[config.mk]
export PLATFORM = sky130hd
export DESIGN_NAME = lzpd_cmd_queue
export DESIGN_NICKNAME = d
export VERILOG_FILES = /design/src/rtl/assert_macros.svh /design/src/rtl/lzpd_pkg.sv /design/src/rtl/lzpd_cmd_queue.sv
export SDC_FILE = /design/constraint.sdc
export NUM_CORES = 1
export LEC_CHECK = 0
export ABC_AREA = 1
export BUFFER_PORTS_ARGS = -buffer_cell sky130_fd_sc_hd__buf_2
export CAP_MARGIN = 10
export CORE_MARGIN = 2
export CORE_UTILIZATION = 43
export CTS_BUF_LIST = sky130_fd_sc_hd__clkbuf_16
export DETAILED_ROUTE_END_ITERATION = 12
export GPL_TIMING_DRIVEN = 0
export PLACE_DENSITY = 0.75
export SLEW_MARGIN = 25
export SYNTH_ARGS = -nofsm -noshare
export SYNTH_HDL_FRONTEND = slang
export SYNTH_SLANG_ARGS = --single-unit
[constraint.sdc]
create_clock -name clk -period 3.9 [get_ports clk]
set_input_delay 0.78 -clock clk [delete_from_list [all_inputs] [get_ports clk]]
set_output_delay 0.78 -clock clk [all_outputs]
set_load 0.02 [all_outputs]
[src/rtl/assert_macros.svh]
// Assertion macros used by the copy back end
`ifndef ASSERT_MACROS_SVH
`define ASSERT_MACROS_SVH

// cond must never hold outside reset
`define ASSERT_NEVER(label, clk, rst_n, cond, msg) \
  label: assert property (@(posedge clk) disable iff (!rst_n) !(cond)) \
    else $error(msg);

// ante implies cons in the same cycle
`define ASSERT_IMPLIES(label, clk, rst_n, ante, cons, msg) \
  label: assert property (@(posedge clk) disable iff (!rst_n) (ante) |-> (cons)) \
    else $error(msg);

`endif

[src/rtl/lzpd_pkg.sv]
// Shared types and constants of the LZ prefix-code decompressor
package lzpd_pkg;

  localparam int DEF_WINDOW_DEPTH = 8192;
  localparam int DEF_OUT_LANES    = 8;

  localparam int OFS_W  = 13;
  localparam int LEN_W  = 9;
  localparam int BYTES_W = 64;

  localparam logic [7:0] BYTE_SKIP = 8'hFE;
  localparam logic [7:0] BYTE_END  = 8'hFF;
  localparam logic [4:0] LEN_ESC   = 5'd25;
  localparam logic [4:0] FU_AWAIT_LO = 5'd16;
  localparam logic [4:0] FU_AWAIT_HI = 5'd17;

  typedef enum logic [2:0] {
    PH_MODE,
    PH_LEN,
    PH_OFS,
    PH_LIT,
    PH_ESC,
    PH_LOW
  } phase_t;

  typedef enum logic [1:0] {
    CMD_LIT,
    CMD_COPY,
    CMD_DONE
  } cmd_kind_t;

  typedef struct packed {
    cmd_kind_t        kind;
    logic [7:0]       lit;
    logic [LEN_W-1:0] len;
    logic [OFS_W-1:0] ofs;
  } cmd_t;

  typedef enum logic [1:0] {
    BK_IDLE,
    BK_READ,
    BK_WRITE,
    BK_DONE
  } back_state_t;

endpackage

[src/rtl/lzpd_cmd_queue.sv]
// Two-entry command queue between parser front and copy back end
module lzpd_cmd_queue
  import lzpd_pkg::*;
(
  input  logic clk,
  input  logic rst_n,
  input  logic push,
  input  cmd_t push_cmd,
  output logic room,
  output logic pop_valid,
  output cmd_t pop_cmd,
  input  logic pop
);

  cmd_t       ent_r [2];
  logic       wptr_r, wptr_nxt;
  logic       rptr_r, rptr_nxt;
  logic [1:0] cnt_r, cnt_nxt;
  logic       do_push, do_pop;

  assign room      = (cnt_r != 2'd2);
  assign pop_valid = (cnt_r != 2'd0);
  assign pop_cmd   = ent_r[rptr_r];
  assign do_push   = push && room;
  assign do_pop    = pop && pop_valid;

  always_comb begin
    wptr_nxt = do_push ? ~wptr_r : wptr_r;
    rptr_nxt = do_pop ? ~rptr_r : rptr_r;
    cnt_nxt  = cnt_r + (do_push ? 2'd1 : 2'd0) - (do_pop ? 2'd1 : 2'd0);
  end

  always_ff @(posedge clk) begin
    if (!rst_n) begin
      wptr_r <= 1'b0;
      rptr_r <= 1'b0;
      cnt_r  <= 2'd0;
    end else begin
      wptr_r <= wptr_nxt;
      rptr_r <= rptr_nxt;
      cnt_r  <= cnt_nxt;
    end
  end

  always_ff @(posedge clk) begin
    if (do_push) begin
      ent_r[wptr_r] <= push_cmd;
    end
  end

endmodule

==> metrics.md <==
| Metric | Value |
|---|---|
| Outcome | `complete, no violations` |
| Die width | `approximately 83 um` |
| Max-Cap Viols | `0` |
| First-pass GRT wire length | `roughly 6600 um` |
| # IOs | `70` |
| WS Path Type | `reg -> out` |
| Fin area | `around 3500 um2` |
| Post-synth net total | `174` |
| Latest clock arrival within the worst-skew pair | `320 ps` |
| Critical Path RT | `3120 ps` |
| Initial antenna violation count | `0` |
| CP endpoint kind | `output port` |
| N_diodes | `0` |
| DR vias | `between 1000 and 1500` |
| Number of global-route vias before repair | `around 1400` |
| Global route overflow | `0` |
| Total GRT Usage | `0.1258` |
| Drt pass-1 iters | `4` |
| WL final | `around 4200 um` |
| CTS tree | `built` |
| Largest net degree at the start of global routing | `33` |
| Hold/Removal Path Class | `reg -> reg` |
| Min-Delay Startpoint | `rptr_r` |
| # rows | `28` |
| Final core utilization | `0.5863` |
| DR iter-0 viols | `between 80 and 90` |
| Syn_area_per_cell | `19.90 um2` |
| Count of different cell masters after synthesis | `12` |
| RSZ-0062 raised after global routing | `no` |
| Mux cell area share after synthesis | `0.1748` |
| XOR/XNOR Fraction of Synth Area | `0` |
| Post_cts resized | `0` |
| Post-synthesis simple-gate area fraction | `0.02913` |
| WL per Instance | `around 14 um` |
| Initial core utilization | `0.4518` |
| Setup Buffers After CTS | `0` |
| Fraction of layout cells with a size suffix above 1 | `0.5450` |
| H-tree levels | `3` |
| Final setup fails | `0` |
| Clock Sinks | `between 60 and 70` |
| Min cycle time layout | `~2200 ps` |
| Hpwl dp | `2850 um` |
| Synthesized-area fraction occupied by adder cells | `0.009246` |
| Max transition margin | `0.5261` |
| Final slew viol count | `0` |
| Final ANT Viol Nets | `0` |
| CTS root buf | `clkbuf_16` |
| CP max FO | `10` |
| Commonest non-fill, non-tap cell in the layout | `buf_2` |
| Commonest non-fill, non-tap cells in the layout | `buf_2 (69), edfxtp_1 (64), mux2_4 (30), nand2_1 (9), clkbuf_16 (9)` |
| Worst vdd ir | `about 0.00046 V` |
| Area Overhead vs Synth | `29.77%` |
| Mapped Area | `about 2700 um2` |
| Final period util | `0.5564` |
| Worst path max stage delay | `between 300 and 400 ps` |
| Final-layout fill cell count | `~450` |
| Static Leak | `0.001445 uW` |
| Pwr dens | `between 700 and 800 nW/um2` |
| Synth Register Bits | `69` |
| Clock skew | `~5.8 ps` |
| Final Hold Fails | `0` |
| Main combinational cell family by area after synthesis | `multiplexers` |
| Core area | `about 6000 um2` |
| Post-synthesis sequential area ratio | `0.7471` |
| Arr. time, crit path | `1390 ps` |
| Nets | `about 260` |
| Worst r2r src | `cnt_r[0]` |
| DP Area | `around 3200 um2` |
| Vias per cell | `between 4 and 5` |
| Drt drc | `0` |
| Cts bufs inserted | `9` |
| YS warnings | `0` |
| Fmax | `between 0.4 and 0.5 GHz` |
| Die height | `~83 um` |
| Gp weighted congestion | `between 0.7 and 0.8` |
| Flop2flop setup slack | `2340 ps` |
| CP startpoint kind | `flop` |
| Buffers from clock root to sink, at most | `2` |
| Port Buf Inserts | `69` |
| Synth Instances | `approximately 140` |
| Cells along the critical path | `buf_6 > buf_12 > mux2_4 > buf_2` |
| CP max stage cell | `dfxtp_1` |
| CTS clk-pin slew, worst paths | `~50 ps` |
| Post-CTS Hold Fix Bufs | `0` |
| Worst slew pin tran | `slightly above 700 ps` |
| Setup_tns | `0 ps` |
| Post-synthesis compound-gate area fraction | `0.003699` |
| Die ar. | `6945 um2` |
==> through the flow <==
stage	total power [uW]	std cells	hold slack, ps	setup slack, ps
final	2551	297	516.9	1730
after global routing	2669	297	562.2	1676
after CTS	2584	297	518.9	1708
after detailed placement	1698	281	493.0	1927
after global placement	1670	280	485.3	357.5
after floorplan	1496	136	467.5	1266
==> path summary, 6_finish.rpt <==
kind,to,depth (start not counted)
setup / recovery,pop_cmd[1],4
hold / removal,flop,2
setup reg to reg,cnt_r[1],10
hold reg to reg,flop,2
==> power breakdown <==
| group | leakage, uW | switching [uW] | internal, uW |
|---|---|---|---|
| sequential | 0.000639 | 32.9 | 940 |
| combinational | 0.000636 | 376 | 323 |
| clock | 0.000169 | 264 | 615 |
| total | 0.00144 | 673 | 1880 |
==> area by class of cell <==
| type | count | area [um2] | area share |
|---|---|---|---|
| sequential | 69 | 2022 | 0.5757 |
| multi-input combinational | 56 | 594.3 | 0.1692 |
| timing repair buffer | 70 | 372.9 | 0.1062 |
| clock buffer | 9 | 225.2 | 0.06413 |
| clock inverter | 7 | 106.4 | 0.03028 |
| buffer | 4 | 71.32 | 0.02031 |
| inverter | 7 | 26.28 | 0.007481 |
| tap | 75 | 93.84 | 0.02672 |
==> synthesized netlist by cell type <==
cell type / n / area (um2)
ha_1: 2 / 25.02
inv_1: 7 / 26.28
dfxtp_1: 5 / 100.1
a21oi_1: 2 / 10.01
mux2_4: 30 / 450.4
mux2_2: 2 / 22.52
buf_12: 3 / 60.06
nand2_1: 9 / 33.78
nand3_1: 3 / 15.01
edfxtp_1: 64 / 1922
buf_6: 1 / 11.26
nor2_1: 8 / 30.03
==> worst max-delay path: cells and delay by family, from the launching register on <==
family / cells / cell delay [ps]
flip-flops: 1 / 320
multiplexers: 1 / 300
buffers and inverters: 3 / 450
==> registers in the layout, summed over array words and instances, names as in the netlist, named ones only <==
name	count
cnt_r	2
ent_r	64
rptr_r	1
wptr_r	1
==> cells by family after synthesis <==
kind of cell | Yosys count
buf+inv | 11
mux | 32
simple gates | 20
compound gates | 2
fa+ha+maj | 2
flops | 69
==> layer usage <==
layer  share of wire  track usage
met4          0.0084      0.05365
met1            0.43       0.1536
met3           0.071      0.05268
met5               0            0
met2            0.49       0.1965
Power figures use the tool's default switching activity.
