### src/rtl/assert_macros.svh
// Assertion macros used by the copy back end
`ifndef ASSERT_MACROS_SVH
`define ASSERT_MACROS_SVH

// cond must never hold outside reset
`define ASSERT_NEVER(label, clk, rst_n, cond, msg) \
  label: assert property (@(posedge clk) disable iff (!rst_n) !(cond)) \
    else $error(msg);

// ante implies cons in the same cycle
`define ASSERT_IMPLIES(label, clk, rst_n, ante, cons, msg) \
  label: assert property (@(posedge clk) disable iff (!rst_n) (ante) |-> (cons)) \
    else $error(msg);

`endif

### src/rtl/lzpd_pkg.sv
// Shared types and constants of the LZ prefix-code decompressor
package lzpd_pkg;

  localparam int DEF_WINDOW_DEPTH = 8192;
  localparam int DEF_OUT_LANES    = 8;

  localparam int OFS_W  = 13;
  localparam int LEN_W  = 9;
  localparam int BYTES_W = 64;

  localparam logic [7:0] BYTE_SKIP = 8'hFE;
  localparam logic [7:0] BYTE_END  = 8'hFF;
  localparam logic [4:0] LEN_ESC   = 5'd25;
  localparam logic [4:0] FU_AWAIT_LO = 5'd16;
  localparam logic [4:0] FU_AWAIT_HI = 5'd17;

  typedef enum logic [2:0] {
    PH_MODE,
    PH_LEN,
    PH_OFS,
    PH_LIT,
    PH_ESC,
    PH_LOW
  } phase_t;

  typedef enum logic [1:0] {
    CMD_LIT,
    CMD_COPY,
    CMD_DONE
  } cmd_kind_t;

  typedef struct packed {
    cmd_kind_t        kind;
    logic [7:0]       lit;
    logic [LEN_W-1:0] len;
    logic [OFS_W-1:0] ofs;
  } cmd_t;

  typedef enum logic [1:0] {
    BK_IDLE,
    BK_READ,
    BK_WRITE,
    BK_DONE
  } back_state_t;

endpackage

### src/rtl/lzpd_front.sv
// Parser front: flag words, prefix codes and command issue
module lzpd_front
  import lzpd_pkg::*;
(
  input  logic       clk,
  input  logic       rst_n,
  input  logic       in_valid,
  output logic       in_ready,
  input  logic [7:0] in_comp_byte,
  output logic       cmd_push,
  output cmd_t       cmd,
  input  logic       q_room
);

  logic [15:0]      fw_r, fw_nxt;
  logic [4:0]       fu_r, fu_nxt;
  phase_t           ph_r, ph_nxt;
  logic [8:0]       cb_r, cb_nxt;
  logic [3:0]       cc_r, cc_nxt;
  logic [LEN_W-1:0] mlen_r, mlen_nxt;
  logic [4:0]       ohi_r, ohi_nxt;
  logic             fin_r, fin_nxt;
  logic             walking, acc, bit_v;
  logic [8:0]       cb_sh;
  logic [3:0]       cc_inc;
  logic [5:0]       lhit, ohit;

  // {hit, value}; value 25 marks the escape
  function automatic logic [5:0] len_dec(input logic [3:0] n, input logic [8:0] b);
    logic [5:0] r;
    r = 6'd0;
    case (n)
      4'd2: if (b == 9'h002) r = {1'b1, 5'd2}; else if (b == 9'h003) r = {1'b1, 5'd3};
      4'd3: if (b == 9'h000) r = {1'b1, 5'd4};
      4'd4: if (b >= 9'h002 && b <= 9'h004) r = {1'b1, 5'(b + 9'd3)};
      4'd5: if (b >= 9'h00A && b <= 9'h00C) r = {1'b1, 5'(b - 9'd2)};
      4'd6: if (b == 9'h01A) r = {1'b1, 5'd11};
            else if (b == 9'h01B) r = {1'b1, 5'd12};
            else if (b == 9'h01C) r = {1'b1, LEN_ESC};
      4'd7: if (b >= 9'h03A && b <= 9'h03C) r = {1'b1, 5'(b - 9'h02D)};
      4'd8: if (b >= 9'h07A && b <= 9'h07C) r = {1'b1, 5'(b - 9'h06A)};
      4'd9: if (b >= 9'h0FA) r = {1'b1, 5'(b - 9'h0E7)};
      default: r = 6'd0;
    endcase
    return r;
  endfunction

  function automatic logic [5:0] ofs_dec(input logic [3:0] n, input logic [8:0] b);
    logic [5:0] r;
    r = 6'd0;
    case (n)
      4'd1: if (b == 9'h001) r = {1'b1, 5'd0};
      4'd4: if (b <= 9'h001) r = {1'b1, 5'(b + 9'd1)};
      4'd5: if (b >= 9'h004 && b <= 9'h007) r = {1'b1, 5'(b - 9'd1)};
      4'd6: if (b >= 9'h010 && b <= 9'h016) r = {1'b1, 5'(b - 9'd9)};
      4'd7: if (b == 9'h02E) r = {1'b1, 5'd14};
            else if (b == 9'h02F) r = {1'b1, 5'd15};
            else if (b >= 9'h030 && b <= 9'h03F) r = {1'b1, 5'(b - 9'h020)};
      default: r = 6'd0;
    endcase
    return r;
  endfunction

  assign walking  = !fin_r && (fu_r < FU_AWAIT_LO) &&
                    (ph_r == PH_MODE || ph_r == PH_LEN || ph_r == PH_OFS);
  assign in_ready = fin_r || (!walking && q_room);
  assign acc      = in_valid && in_ready;
  assign bit_v    = fw_r[fu_r[3:0]];
  assign cb_sh    = {cb_r[7:0], bit_v};
  assign cc_inc   = cc_r + 4'd1;
  assign lhit     = len_dec(cc_inc, cb_sh);
  assign ohit     = ofs_dec(cc_inc, cb_sh);

  always_comb begin
    fw_nxt   = fw_r;
    fu_nxt   = fu_r;
    ph_nxt   = ph_r;
    cb_nxt   = cb_r;
    cc_nxt   = cc_r;
    mlen_nxt = mlen_r;
    ohi_nxt  = ohi_r;
    fin_nxt  = fin_r;
    cmd_push = 1'b0;
    cmd.kind = CMD_LIT;
    cmd.lit  = in_comp_byte;
    cmd.len  = mlen_r;
    cmd.ofs  = {ohi_r, in_comp_byte};
    if (acc && !fin_r) begin
      if (fu_r == FU_AWAIT_LO) begin
        fw_nxt = {fw_r[15:8], in_comp_byte};
        fu_nxt = FU_AWAIT_HI;
      end else if (fu_r >= FU_AWAIT_HI) begin
        fw_nxt = {in_comp_byte, fw_r[7:0]};
        fu_nxt = 5'd0;
      end else begin
        case (ph_r)
          PH_LIT: begin
            cmd_push = 1'b1;
            cmd.kind = CMD_LIT;
            ph_nxt   = PH_MODE;
          end
          PH_ESC: begin
            if (in_comp_byte == BYTE_SKIP) begin
              ph_nxt = PH_MODE;
            end else if (in_comp_byte == BYTE_END) begin
              fin_nxt  = 1'b1;
              cmd_push = 1'b1;
              cmd.kind = CMD_DONE;
            end else begin
              mlen_nxt = LEN_W'(in_comp_byte) + LEN_W'(LEN_ESC);
              cb_nxt   = 9'd0;
              cc_nxt   = 4'd0;
              ph_nxt   = PH_OFS;
            end
          end
          PH_LOW: begin
            cmd_push = 1'b1;
            cmd.kind = CMD_COPY;
            ph_nxt   = PH_MODE;
          end
          default: ph_nxt = ph_r;
        endcase
      end
    end else if (walking) begin
      fu_nxt = fu_r + 5'd1;
      case (ph_r)
        PH_MODE: begin
          if (bit_v) begin
            ph_nxt = PH_LEN;
            cb_nxt = 9'd0;
            cc_nxt = 4'd0;
          end else begin
            ph_nxt = PH_LIT;
          end
        end
        PH_LEN: begin
          cb_nxt = cb_sh;
          cc_nxt = cc_inc;
          if (!lhit[5]) begin
            if (cc_inc >= 4'd9) begin
              cb_nxt = 9'd0;
              cc_nxt = 4'd0;
            end
          end else if (lhit[4:0] == LEN_ESC) begin
            ph_nxt = PH_ESC;
          end else begin
            mlen_nxt = LEN_W'(lhit[4:0]);
            if (lhit[4:0] == 5'd2) begin
              ohi_nxt = 5'd0;
              ph_nxt  = PH_LOW;
            end else begin
              cb_nxt = 9'd0;
              cc_nxt = 4'd0;
              ph_nxt = PH_OFS;
            end
          end
        end
        PH_OFS: begin
          cb_nxt = cb_sh;
          cc_nxt = cc_inc;
          if (!ohit[5]) begin
            if (cc_inc >= 4'd7) begin
              cb_nxt = 9'd0;
              cc_nxt = 4'd0;
            end
          end else begin
            ohi_nxt = ohit[4:0];
            ph_nxt  = PH_LOW;
          end
        end
        default: ph_nxt = ph_r;
      endcase
    end
  end

  always_ff @(posedge clk) begin
    if (!rst_n) begin
      fw_r   <= 16'd0;
      fu_r   <= FU_AWAIT_LO;
      ph_r   <= PH_MODE;
      cb_r   <= 9'd0;
      cc_r   <= 4'd0;
      mlen_r <= '0;
      ohi_r  <= 5'd0;
      fin_r  <= 1'b0;
    end else begin
      fw_r   <= fw_nxt;
      fu_r   <= fu_nxt;
      ph_r   <= ph_nxt;
      cb_r   <= cb_nxt;
      cc_r   <= cc_nxt;
      mlen_r <= mlen_nxt;
      ohi_r  <= ohi_nxt;
      fin_r  <= fin_nxt;
    end
  end

endmodule

### config.mk
export PLATFORM = sky130hd
export DESIGN_NAME = lzpd_front
export DESIGN_NICKNAME = d
export VERILOG_FILES = /design/src/rtl/assert_macros.svh /design/src/rtl/lzpd_pkg.sv /design/src/rtl/lzpd_front.sv
export SDC_FILE = /design/constraint.sdc
export NUM_CORES = 1
export LEC_CHECK = 0
export BUFFER_PORTS_ARGS = -buffer_cell sky130_fd_sc_hd__buf_2
export CORE_MARGIN = 4
export CORE_UTILIZATION = 64
export CTS_CLUSTER_DIAMETER = 80
export DETAILED_ROUTE_END_ITERATION = 8
export GPL_TIMING_DRIVEN = 0
export PLACE_DENSITY = 0.94
export SLEW_MARGIN = 10
export SYNTH_ARGS = -nofsm -noshare
export SYNTH_HDL_FRONTEND = slang
export SYNTH_SLANG_ARGS = --single-unit
export TNS_END_PERCENT = 100
### constraint.sdc
create_clock -name clk -period 7.7 [get_ports clk]
set_clock_uncertainty 0.2 [all_clocks]
set_input_delay 1.925 -clock clk [delete_from_list [all_inputs] [get_ports clk]]
set_output_delay 1.925 -clock clk [all_outputs]
set_load 0.03 [all_outputs]
==> flow_metrics.env, run 1 <==
export IMPL_final_setup_worst_slack_ns=2.42
export IMPL_wirelength_mm=11.2
export IMPL_regToRegEndpoint="ph_r[1]"
export IMPL_drtIter0Drc=438
export IMPL_rows=28
export IMPL_peakVddDrop_mv=0.115
export IMPL_path_max_fanout=8
export IMPL_hold_violations=0
export IMPL_rsz0062_at_grt="no"
export IMPL_clock_sinks=51
export IMPL_power_leakage_uw=0.00186
export IMPL_core_area_um2=5920
export IMPL_fin_nets=570
export IMPL_critPathKind="input pin to output pin"
export IMPL_critical_path_required_ns=5.58
export IMPL_die_height_um=86.2
export IMPL_drive_above_1_share_pct=18.4
export IMPL_cp_depth=6
export IMPL_num_vias=4008
export IMPL_ys_ff_latch=51
export IMPL_relSlewSlack_pct=36.7
export IMPL_maxCapViolCount=0
export IMPL_hold_path_end="ohi_r[2]"
export IMPL_crit_buf_inv=2
export IMPL_max_freq_mhz=190
export IMPL_wl_per_cell_um=18.2
export IMPL_clock_path_buffers=2
export IMPL_synth_cell_type_count=71
export IMPL_r2r_start="fu_r[0]"
export IMPL_grt_start_max_net_pins=18
export IMPL_syn_to_final_growth_pct=11.1
export IMPL_synth_most_common_cell="nor2_1"
export IMPL_synthCells=486
export IMPL_min_from="ohi_r[2]"
export IMPL_viasPerCell=6.53
export IMPL_place_ws_ns=2.44
export IMPL_status="finished, final reports clean"
export IMPL_die_w_um=86.2
export IMPL_synth_area_top_cells="dfxtp_1 26%, mux2i_1 6.6%, ha_1 6.4%, nor2_1 5.3%, a21oi_1 4.2%"
export IMPL_clock_latency_ns=0.32
export IMPL_tightest_slew_ns=0.943
export IMPL_p_per_area_nw_per_um2=132
export IMPL_grt_pass1_vias=3743
export IMPL_crit_slowest_cell="and4_1"
export IMPL_antenna_found_initial=0
export IMPL_gp_congestion=0.956
export IMPL_min_delay_path_class="flop to flop"
export IMPL_clockRootBuffer="clkbuf_8"
export IMPL_clkTransAtPathRegs_ns=0.10
export IMPL_crit_arrival_ns=3.15
export IMPL_port_buffers=45
export IMPL_setup_violations=0
export IMPL_grt_pass1_wl_mm=18.1
export IMPL_ys_seq_area_share_pct=26.1
export IMPL_dp_hpwl_mm=8.48
export IMPL_nFillCells=454
export IMPL_fin_crit_ns=5.28
export IMPL_async_reset_ff_share_pct=0
export IMPL_diodes=0
export IMPL_synth_commonest_cells="55 x nor2_1, 51 x dfxtp_1, 41 x nand2_1"
export IMPL_syn_area_um2=3920
export IMPL_io_pins=46
export IMPL_ff2ff_path_depth=17
export IMPL_yosysTopAreaCellShare_pct=26.1
export IMPL_worstSetupStartpointType="input pin"
export IMPL_rrSetupSlack_ns=2.86
export IMPL_slowest_delay_ns=0.26
export IMPL_whs_path_depth=2
export IMPL_cts_setup_buffers=0
export IMPL_ys_flop_type="dfxtp_1"
export IMPL_cts_tree="yes"
export IMPL_synth_top_area_cell="dfxtp_1"
export IMPL_syn_area_per_cell_um2=8.06
export IMPL_drtAntennaViolNets=0
export IMPL_crit_top_cell="buf_2"
export IMPL_synthesis_nets=518
export IMPL_worstPathCellList="buf_2 -> and3_1 -> and4_1 -> nand4_1 -> a21oi_1 -> buf_2"
export IMPL_numCtsBuffers=5
export IMPL_fp_dieArea_um2=7440
export IMPL_slew_violations=0
export IMPL_cts_hold_buf=0
export IMPL_critPathCaptureType="output pin"
export IMPL_start_util_pct=66.2
export IMPL_synth_edf_count=0
export IMPL_overflow=0
export IMPL_htree_levels=2
export IMPL_post_route_period_util_pct=68.5
export IMPL_drc=0
export IMPL_yosysWarnings=0
export IMPL_grt_usage_pct=30.1
export IMPL_tns_ns=0
export IMPL_crit_family="simple AND/OR/NAND/NOR gates"
export IMPL_dr_pass1_iters=5
export IMPL_post_cts_resize_count=0
==> metal layers <==
metal / part of all wire (%) / track usage, %
met4: 2.0 / 9.92
met1: 44 / 40.6
met3: 8.2 / 6.18
met5: 0 / 0
met2: 46 / 48.2
==> placed cells by master, fill, tap and decap left out, types with 7 or more instances in the layout <==
| cell | instances |
|---|---|
| a22o_1 | 10 |
| inv_1 | 17 |
| o21ai_0 | 13 |
| nand2_1 | 41 |
| dfxtp_1 | 51 |
| nand2b_1 | 11 |
| o22ai_1 | 7 |
| mux2i_1 | 26 |
| xor2_1 | 10 |
| nor3_1 | 8 |
| ha_1 | 20 |
| clkbuf_1 | 20 |
| nand4_1 | 11 |
| buf_2 | 48 |
| nor2_1 | 55 |
| a21oi_1 | 33 |
| nand3_1 | 16 |
| buf_4 | 19 |
==> worst min-delay path: cells and delay by family (launching register included) <==
kind | cells | cell delay, ns
simple gates | 1 | 0.05
mux | 1 | 0.05
flops | 1 | 0.32
==> registers in the layout, indices dropped and copies added (netlist names) <==
| name | cells |
|---|---|
| fw_r | 16 |
| mlen_r | 9 |
| cb_r | 8 |
| fu_r | 5 |
| ohi_r | 5 |
| cc_r | 4 |
| ph_r | 3 |
| fin_r | 1 |
==> how the worst max path moves through the flow <==
| stage | start | end | slack (ns) |
|---|---|---|---|
| CTS | in_comp_byte[6] | cmd_push | 2.44 |
| global placement | in_comp_byte[5] | cmd_push | 2.45 |
| detailed placement | in_comp_byte[6] | cmd_push | 2.44 |
| global route | q_room | cmd[31] | 2.30 |
| finish | in_comp_byte[5] | cmd_push | 2.42 |
| floorplan | q_room | cmd_push | 2.61 |
==> cell families after synthesis <==
group | after synthesis | share of synthesized area [%]
DFF | 51 | 26.1
muxes | 31 | 8.94
and+or+nand+nor | 185 | 24.4
xor gates and xnor gates | 14 | 3.13
adders and majority gates | 20 | 6.39
AOI/OAI and AO/OA | 123 | 22.8
buffers and inverters | 62 | 8.30
==> where the power goes <==
group          internal (µW)  total [µW]  switching, µW
Clock                   98.7         199            101
Sequential               269         272           3.20
Combinational           37.1         102           64.5
==> final cells by class <==
cell class | count | area (µm²) | share of cell area [%]
Timing Repair Buffer | 45 | 225 | 5.17
Clock buffer | 5 | 68.8 | 1.58
Buffer | 44 | 255 | 5.86
Clock inverter | 3 | 47.5 | 1.09
Tap cell | 75 | 93.8 | 2.16
Inverter | 18 | 70.1 | 1.61
Sequential cell | 51 | 1020 | 23.5
Multi-Input combinational cell | 373 | 2570 | 59.1
==> per-stage QoR <==
step	util (%)	total power (µW)	instances	hold WS [ns]	cell area, µm²
5_1_grt	73.5	592	614	0.281	4350
6_report	73.5	573	614	0.260	4350
3_3_place_gp	71.6	373	606	0.240	4240
3_5_place_dp	71.6	377	606	0.245	4240
4_1_cts	73.5	571	614	0.263	4350
2_1_floorplan	-	349	486	0.250	3920
(Power assumes the default switching activity.)
==> run 2, diff against run 1 <==
--- a/config.mk
+++ b/config.mk
@@ -5,13 +5,14 @@
 export SDC_FILE = /design/constraint.sdc
 export NUM_CORES = 1
 export LEC_CHECK = 0
+export ABC_AREA = 1
 export BUFFER_PORTS_ARGS = -buffer_cell sky130_fd_sc_hd__buf_2
 export CORE_MARGIN = 4
-export CORE_UTILIZATION = 64
+export CORE_UTILIZATION = 54
 export CTS_CLUSTER_DIAMETER = 80
 export DETAILED_ROUTE_END_ITERATION = 8
 export GPL_TIMING_DRIVEN = 0
-export PLACE_DENSITY = 0.94
+export PLACE_DENSITY = 0.85
 export SLEW_MARGIN = 10
 export SYNTH_ARGS = -nofsm -noshare
 export SYNTH_HDL_FRONTEND = slang
==> constraint.sdc (replaced) <==
create_clock -name clk -period 4.27 [get_ports clk]
set_clock_uncertainty 0.2 [all_clocks]
set_input_delay 1.0675 -clock clk [delete_from_list [all_inputs] [get_ports clk]]
set_output_delay 1.0675 -clock clk [all_outputs]
set_load 0.03 [all_outputs]
==> run 2 against run 1 <==
Against the previous run: combinational power grew to 10 times the previous value; clock power is 57% higher; wire length is 14% higher; critical endpoint unchanged; power grew to 3.4 times the previous value; sequential power is 120% higher; critical path depth is 2 higher; first-iteration DRC count is 24% lower; sequential cell count stayed put; sequential share of layout area is 2.1 points lower; largest cell class unchanged; cell area is 9.8% higher.
==> flow_metrics.env, run 2 <==
export IMPL_drc=0
export IMPL_core_area_um2=7770
export IMPL_synthCells=690
export IMPL_grt_pass1_wl_mm=21.1
export IMPL_rows=32
export IMPL_largest_register="fw_r"
export IMPL_p_per_area_nw_per_um2=411
export IMPL_fin_crit_ns=4.01
export IMPL_setup_violations=0
export IMPL_relSlewSlack_pct=38.9
export IMPL_tightest_slew_ns=0.909
export IMPL_dp_hpwl_mm=10.0
export IMPL_worstPathCellList="buf_2 -> inv_1 -> nor3_2 -> inv_1 -> nor4_1 -> nand3_1 -> a21oi_1 -> buf_2"
export IMPL_synth_most_common_cell="nand2_1"
export IMPL_status="finished, final reports clean"
export IMPL_slew_violations=0
export IMPL_antenna_found_initial=0
export IMPL_gp_congestion=0.991
export IMPL_overflow=0
export IMPL_worstSetupStartpointType="input pin"
export IMPL_io_pins=46
export IMPL_drtIter0Drc=334
export IMPL_clock_latency_ns=0.33
export IMPL_wl_per_cell_um=15.1
export IMPL_fin_area_um2=4780
export IMPL_min_delay_path_class="flop to flop"
export IMPL_ys_flop_type="dfxtp_1"
export IMPL_htree_levels=2
export IMPL_maxCapViolCount=0
export IMPL_path_max_fanout=6
export IMPL_fin_nets=774
export IMPL_yosysWarnings=0
export IMPL_syn_area_um2=4330
export IMPL_viasPerCell=5.59
export IMPL_largest_reg_flops=16
export IMPL_rsz0062_at_grt="no"
export IMPL_place_ws_ns=0.211
export IMPL_peakVddDrop_mv=0.171
export IMPL_drtAntennaViolNets=0
export IMPL_dr_pass1_iters=5
export IMPL_hold_ws_ns=0.275
export IMPL_post_cts_resize_count=0
export IMPL_clkTransAtPathRegs_ns=0.10
export IMPL_post_route_period_util_pct=93.9
export IMPL_die_w_um=97.5
export IMPL_hold_violations=0
export IMPL_diodes=0
export IMPL_synthesis_nets=722
export IMPL_grt_start_max_net_pins=19
export IMPL_synth_commonest_cells="156 x nand2_1, 95 x nor2_1, 76 x inv_1"
export IMPL_synth_area_top_cells="dfxtp_1 24%, nand2_1 14%, nor2_1 8.2%, inv_1 6.6%, nand3_1 6.1%"
export IMPL_wirelength_mm=12.8
export IMPL_critPathCaptureType="output pin"
export IMPL_num_vias=4721
export IMPL_crit_slowest_cell="nor4_1"
export IMPL_yosysTopAreaCellShare_pct=23.6
export IMPL_ys_ff_latch=51
export IMPL_ys_seq_area_share_pct=23.6
export IMPL_clockRootBuffer="clkbuf_8"
export IMPL_final_common_cell="nand2_1"
export IMPL_cts_hold_buf=0
export IMPL_synth_top_area_cell="dfxtp_1"
export IMPL_top_regs="fw_r x16, mlen_r x9, cb_r x8"
export IMPL_most_common_layout_cells="156 x nand2_1, 95 x nor2_1, 76 x inv_1"
export IMPL_clock_sinks=51
export IMPL_synth_cell_type_count=47
export IMPL_instances_no_fill=845
export IMPL_start_util_pct=55.7
export IMPL_slowest_delay_ns=0.41
export IMPL_clock_path_buffers=2
export IMPL_drive_above_1_share_pct=19.8
export IMPL_post_dp_cell_area_um2=4680
export IMPL_synth_edf_count=0
export IMPL_async_reset_ff_share_pct=0
export IMPL_final_setup_worst_slack_ns=0.260
export IMPL_max_freq_mhz=249
export IMPL_power_leakage_uw=0.00224
export IMPL_tns_ns=0
export IMPL_numCtsBuffers=5
export IMPL_syn_area_per_cell_um2=6.27
export IMPL_crit_arrival_ns=2.74
export IMPL_critical_path_required_ns=3.00
export IMPL_grt_pass1_vias=4438
export IMPL_dp_cells=837
export IMPL_syn_to_final_growth_pct=10.5
export IMPL_grt_usage_pct=26.5
export IMPL_port_buffers=45
export IMPL_critPathKind="input pin to output pin"
export IMPL_cts_tree="yes"
export IMPL_die_height_um=97.5
export IMPL_fp_dieArea_um2=9510
export IMPL_cts_setup_buffers=0
==> run 2: cell count changes after synthesis, moves of 12 or more <==
| cell | change |
|---|---|
| clkbuf_1 | -12 |
| nor2_1 | +40 |
| nand3_1 | +37 |
| mux2i_1 | -26 |
| nand2_2 | +19 |
| nand2_1 | +115 |
| o21ai_0 | +13 |
| inv_1 | +59 |
| a21oi_1 | +12 |
==> run 2: final cells by class <==
class	count	area (µm²)
Timing Repair Buffer	45	225
Inverter	87	327
Buffer	33	206
Multi-Input combinational cell	519	2780
Sequential cell	51	1020
Clock buffer	5	68.8
Tap cell	102	128
Clock inverter	3	28.8
Fill cell	772	2990
==> run 2: cell families after synthesis <==
group	after synthesis	share of synthesized area (%)
adder cells (fa/ha/maj)	20	5.79
AO/OA/AOI/OAI	108	14.9
buffers and inverters	120	12.3
XOR/XNOR	11	2.40
AND/OR/NAND/NOR	380	41.0
flip-flops	51	23.6
==> run 2: power by group <==
part	switching, µW	internal (µW)
sequential	56.1	546
clock	191	122
combinational	727	322
total	974	990
==> run 2: worst paths after layout <==
kind                                 startpoint         to  slack, ns  depth (start not counted)
worst max-delay path            in_comp_byte[4]   cmd_push       0.26                          8
worst min-delay path                    fw_r[1]    fw_r[1]       0.27                          2
worst max register to register          cb_r[1]  mlen_r[4]       0.30                         19
worst min register to register          fw_r[1]    fw_r[1]       0.27                          2
==> run 2: worst max-delay path, delay by kind of cell <==
kind                   cells  cell delay, ns
AOI/OAI and AO/OA          1            0.18
buffers and inverters      4            0.53
and+or+nand+nor            3            0.96
==> run 2: metal layers <==
layer  vias to the layer above  global-route usage, %  part of all wire [%]
met3                        17                   4.52                   7.6
met2                       190                   42.4                    45
met4                         0                   7.56                   1.3
met5                         -                      0                     0
li1                       2319                      -                     -
met1                      2195                   36.6                    46
==> run 2: stage by stage <==
stage,util (%),total power (µW)
finish,61.5,1960
global route,61.5,2100
CTS,61.5,1940
detailed placement,60.2,1630
global placement,60.2,1610
floorplan,-,1380
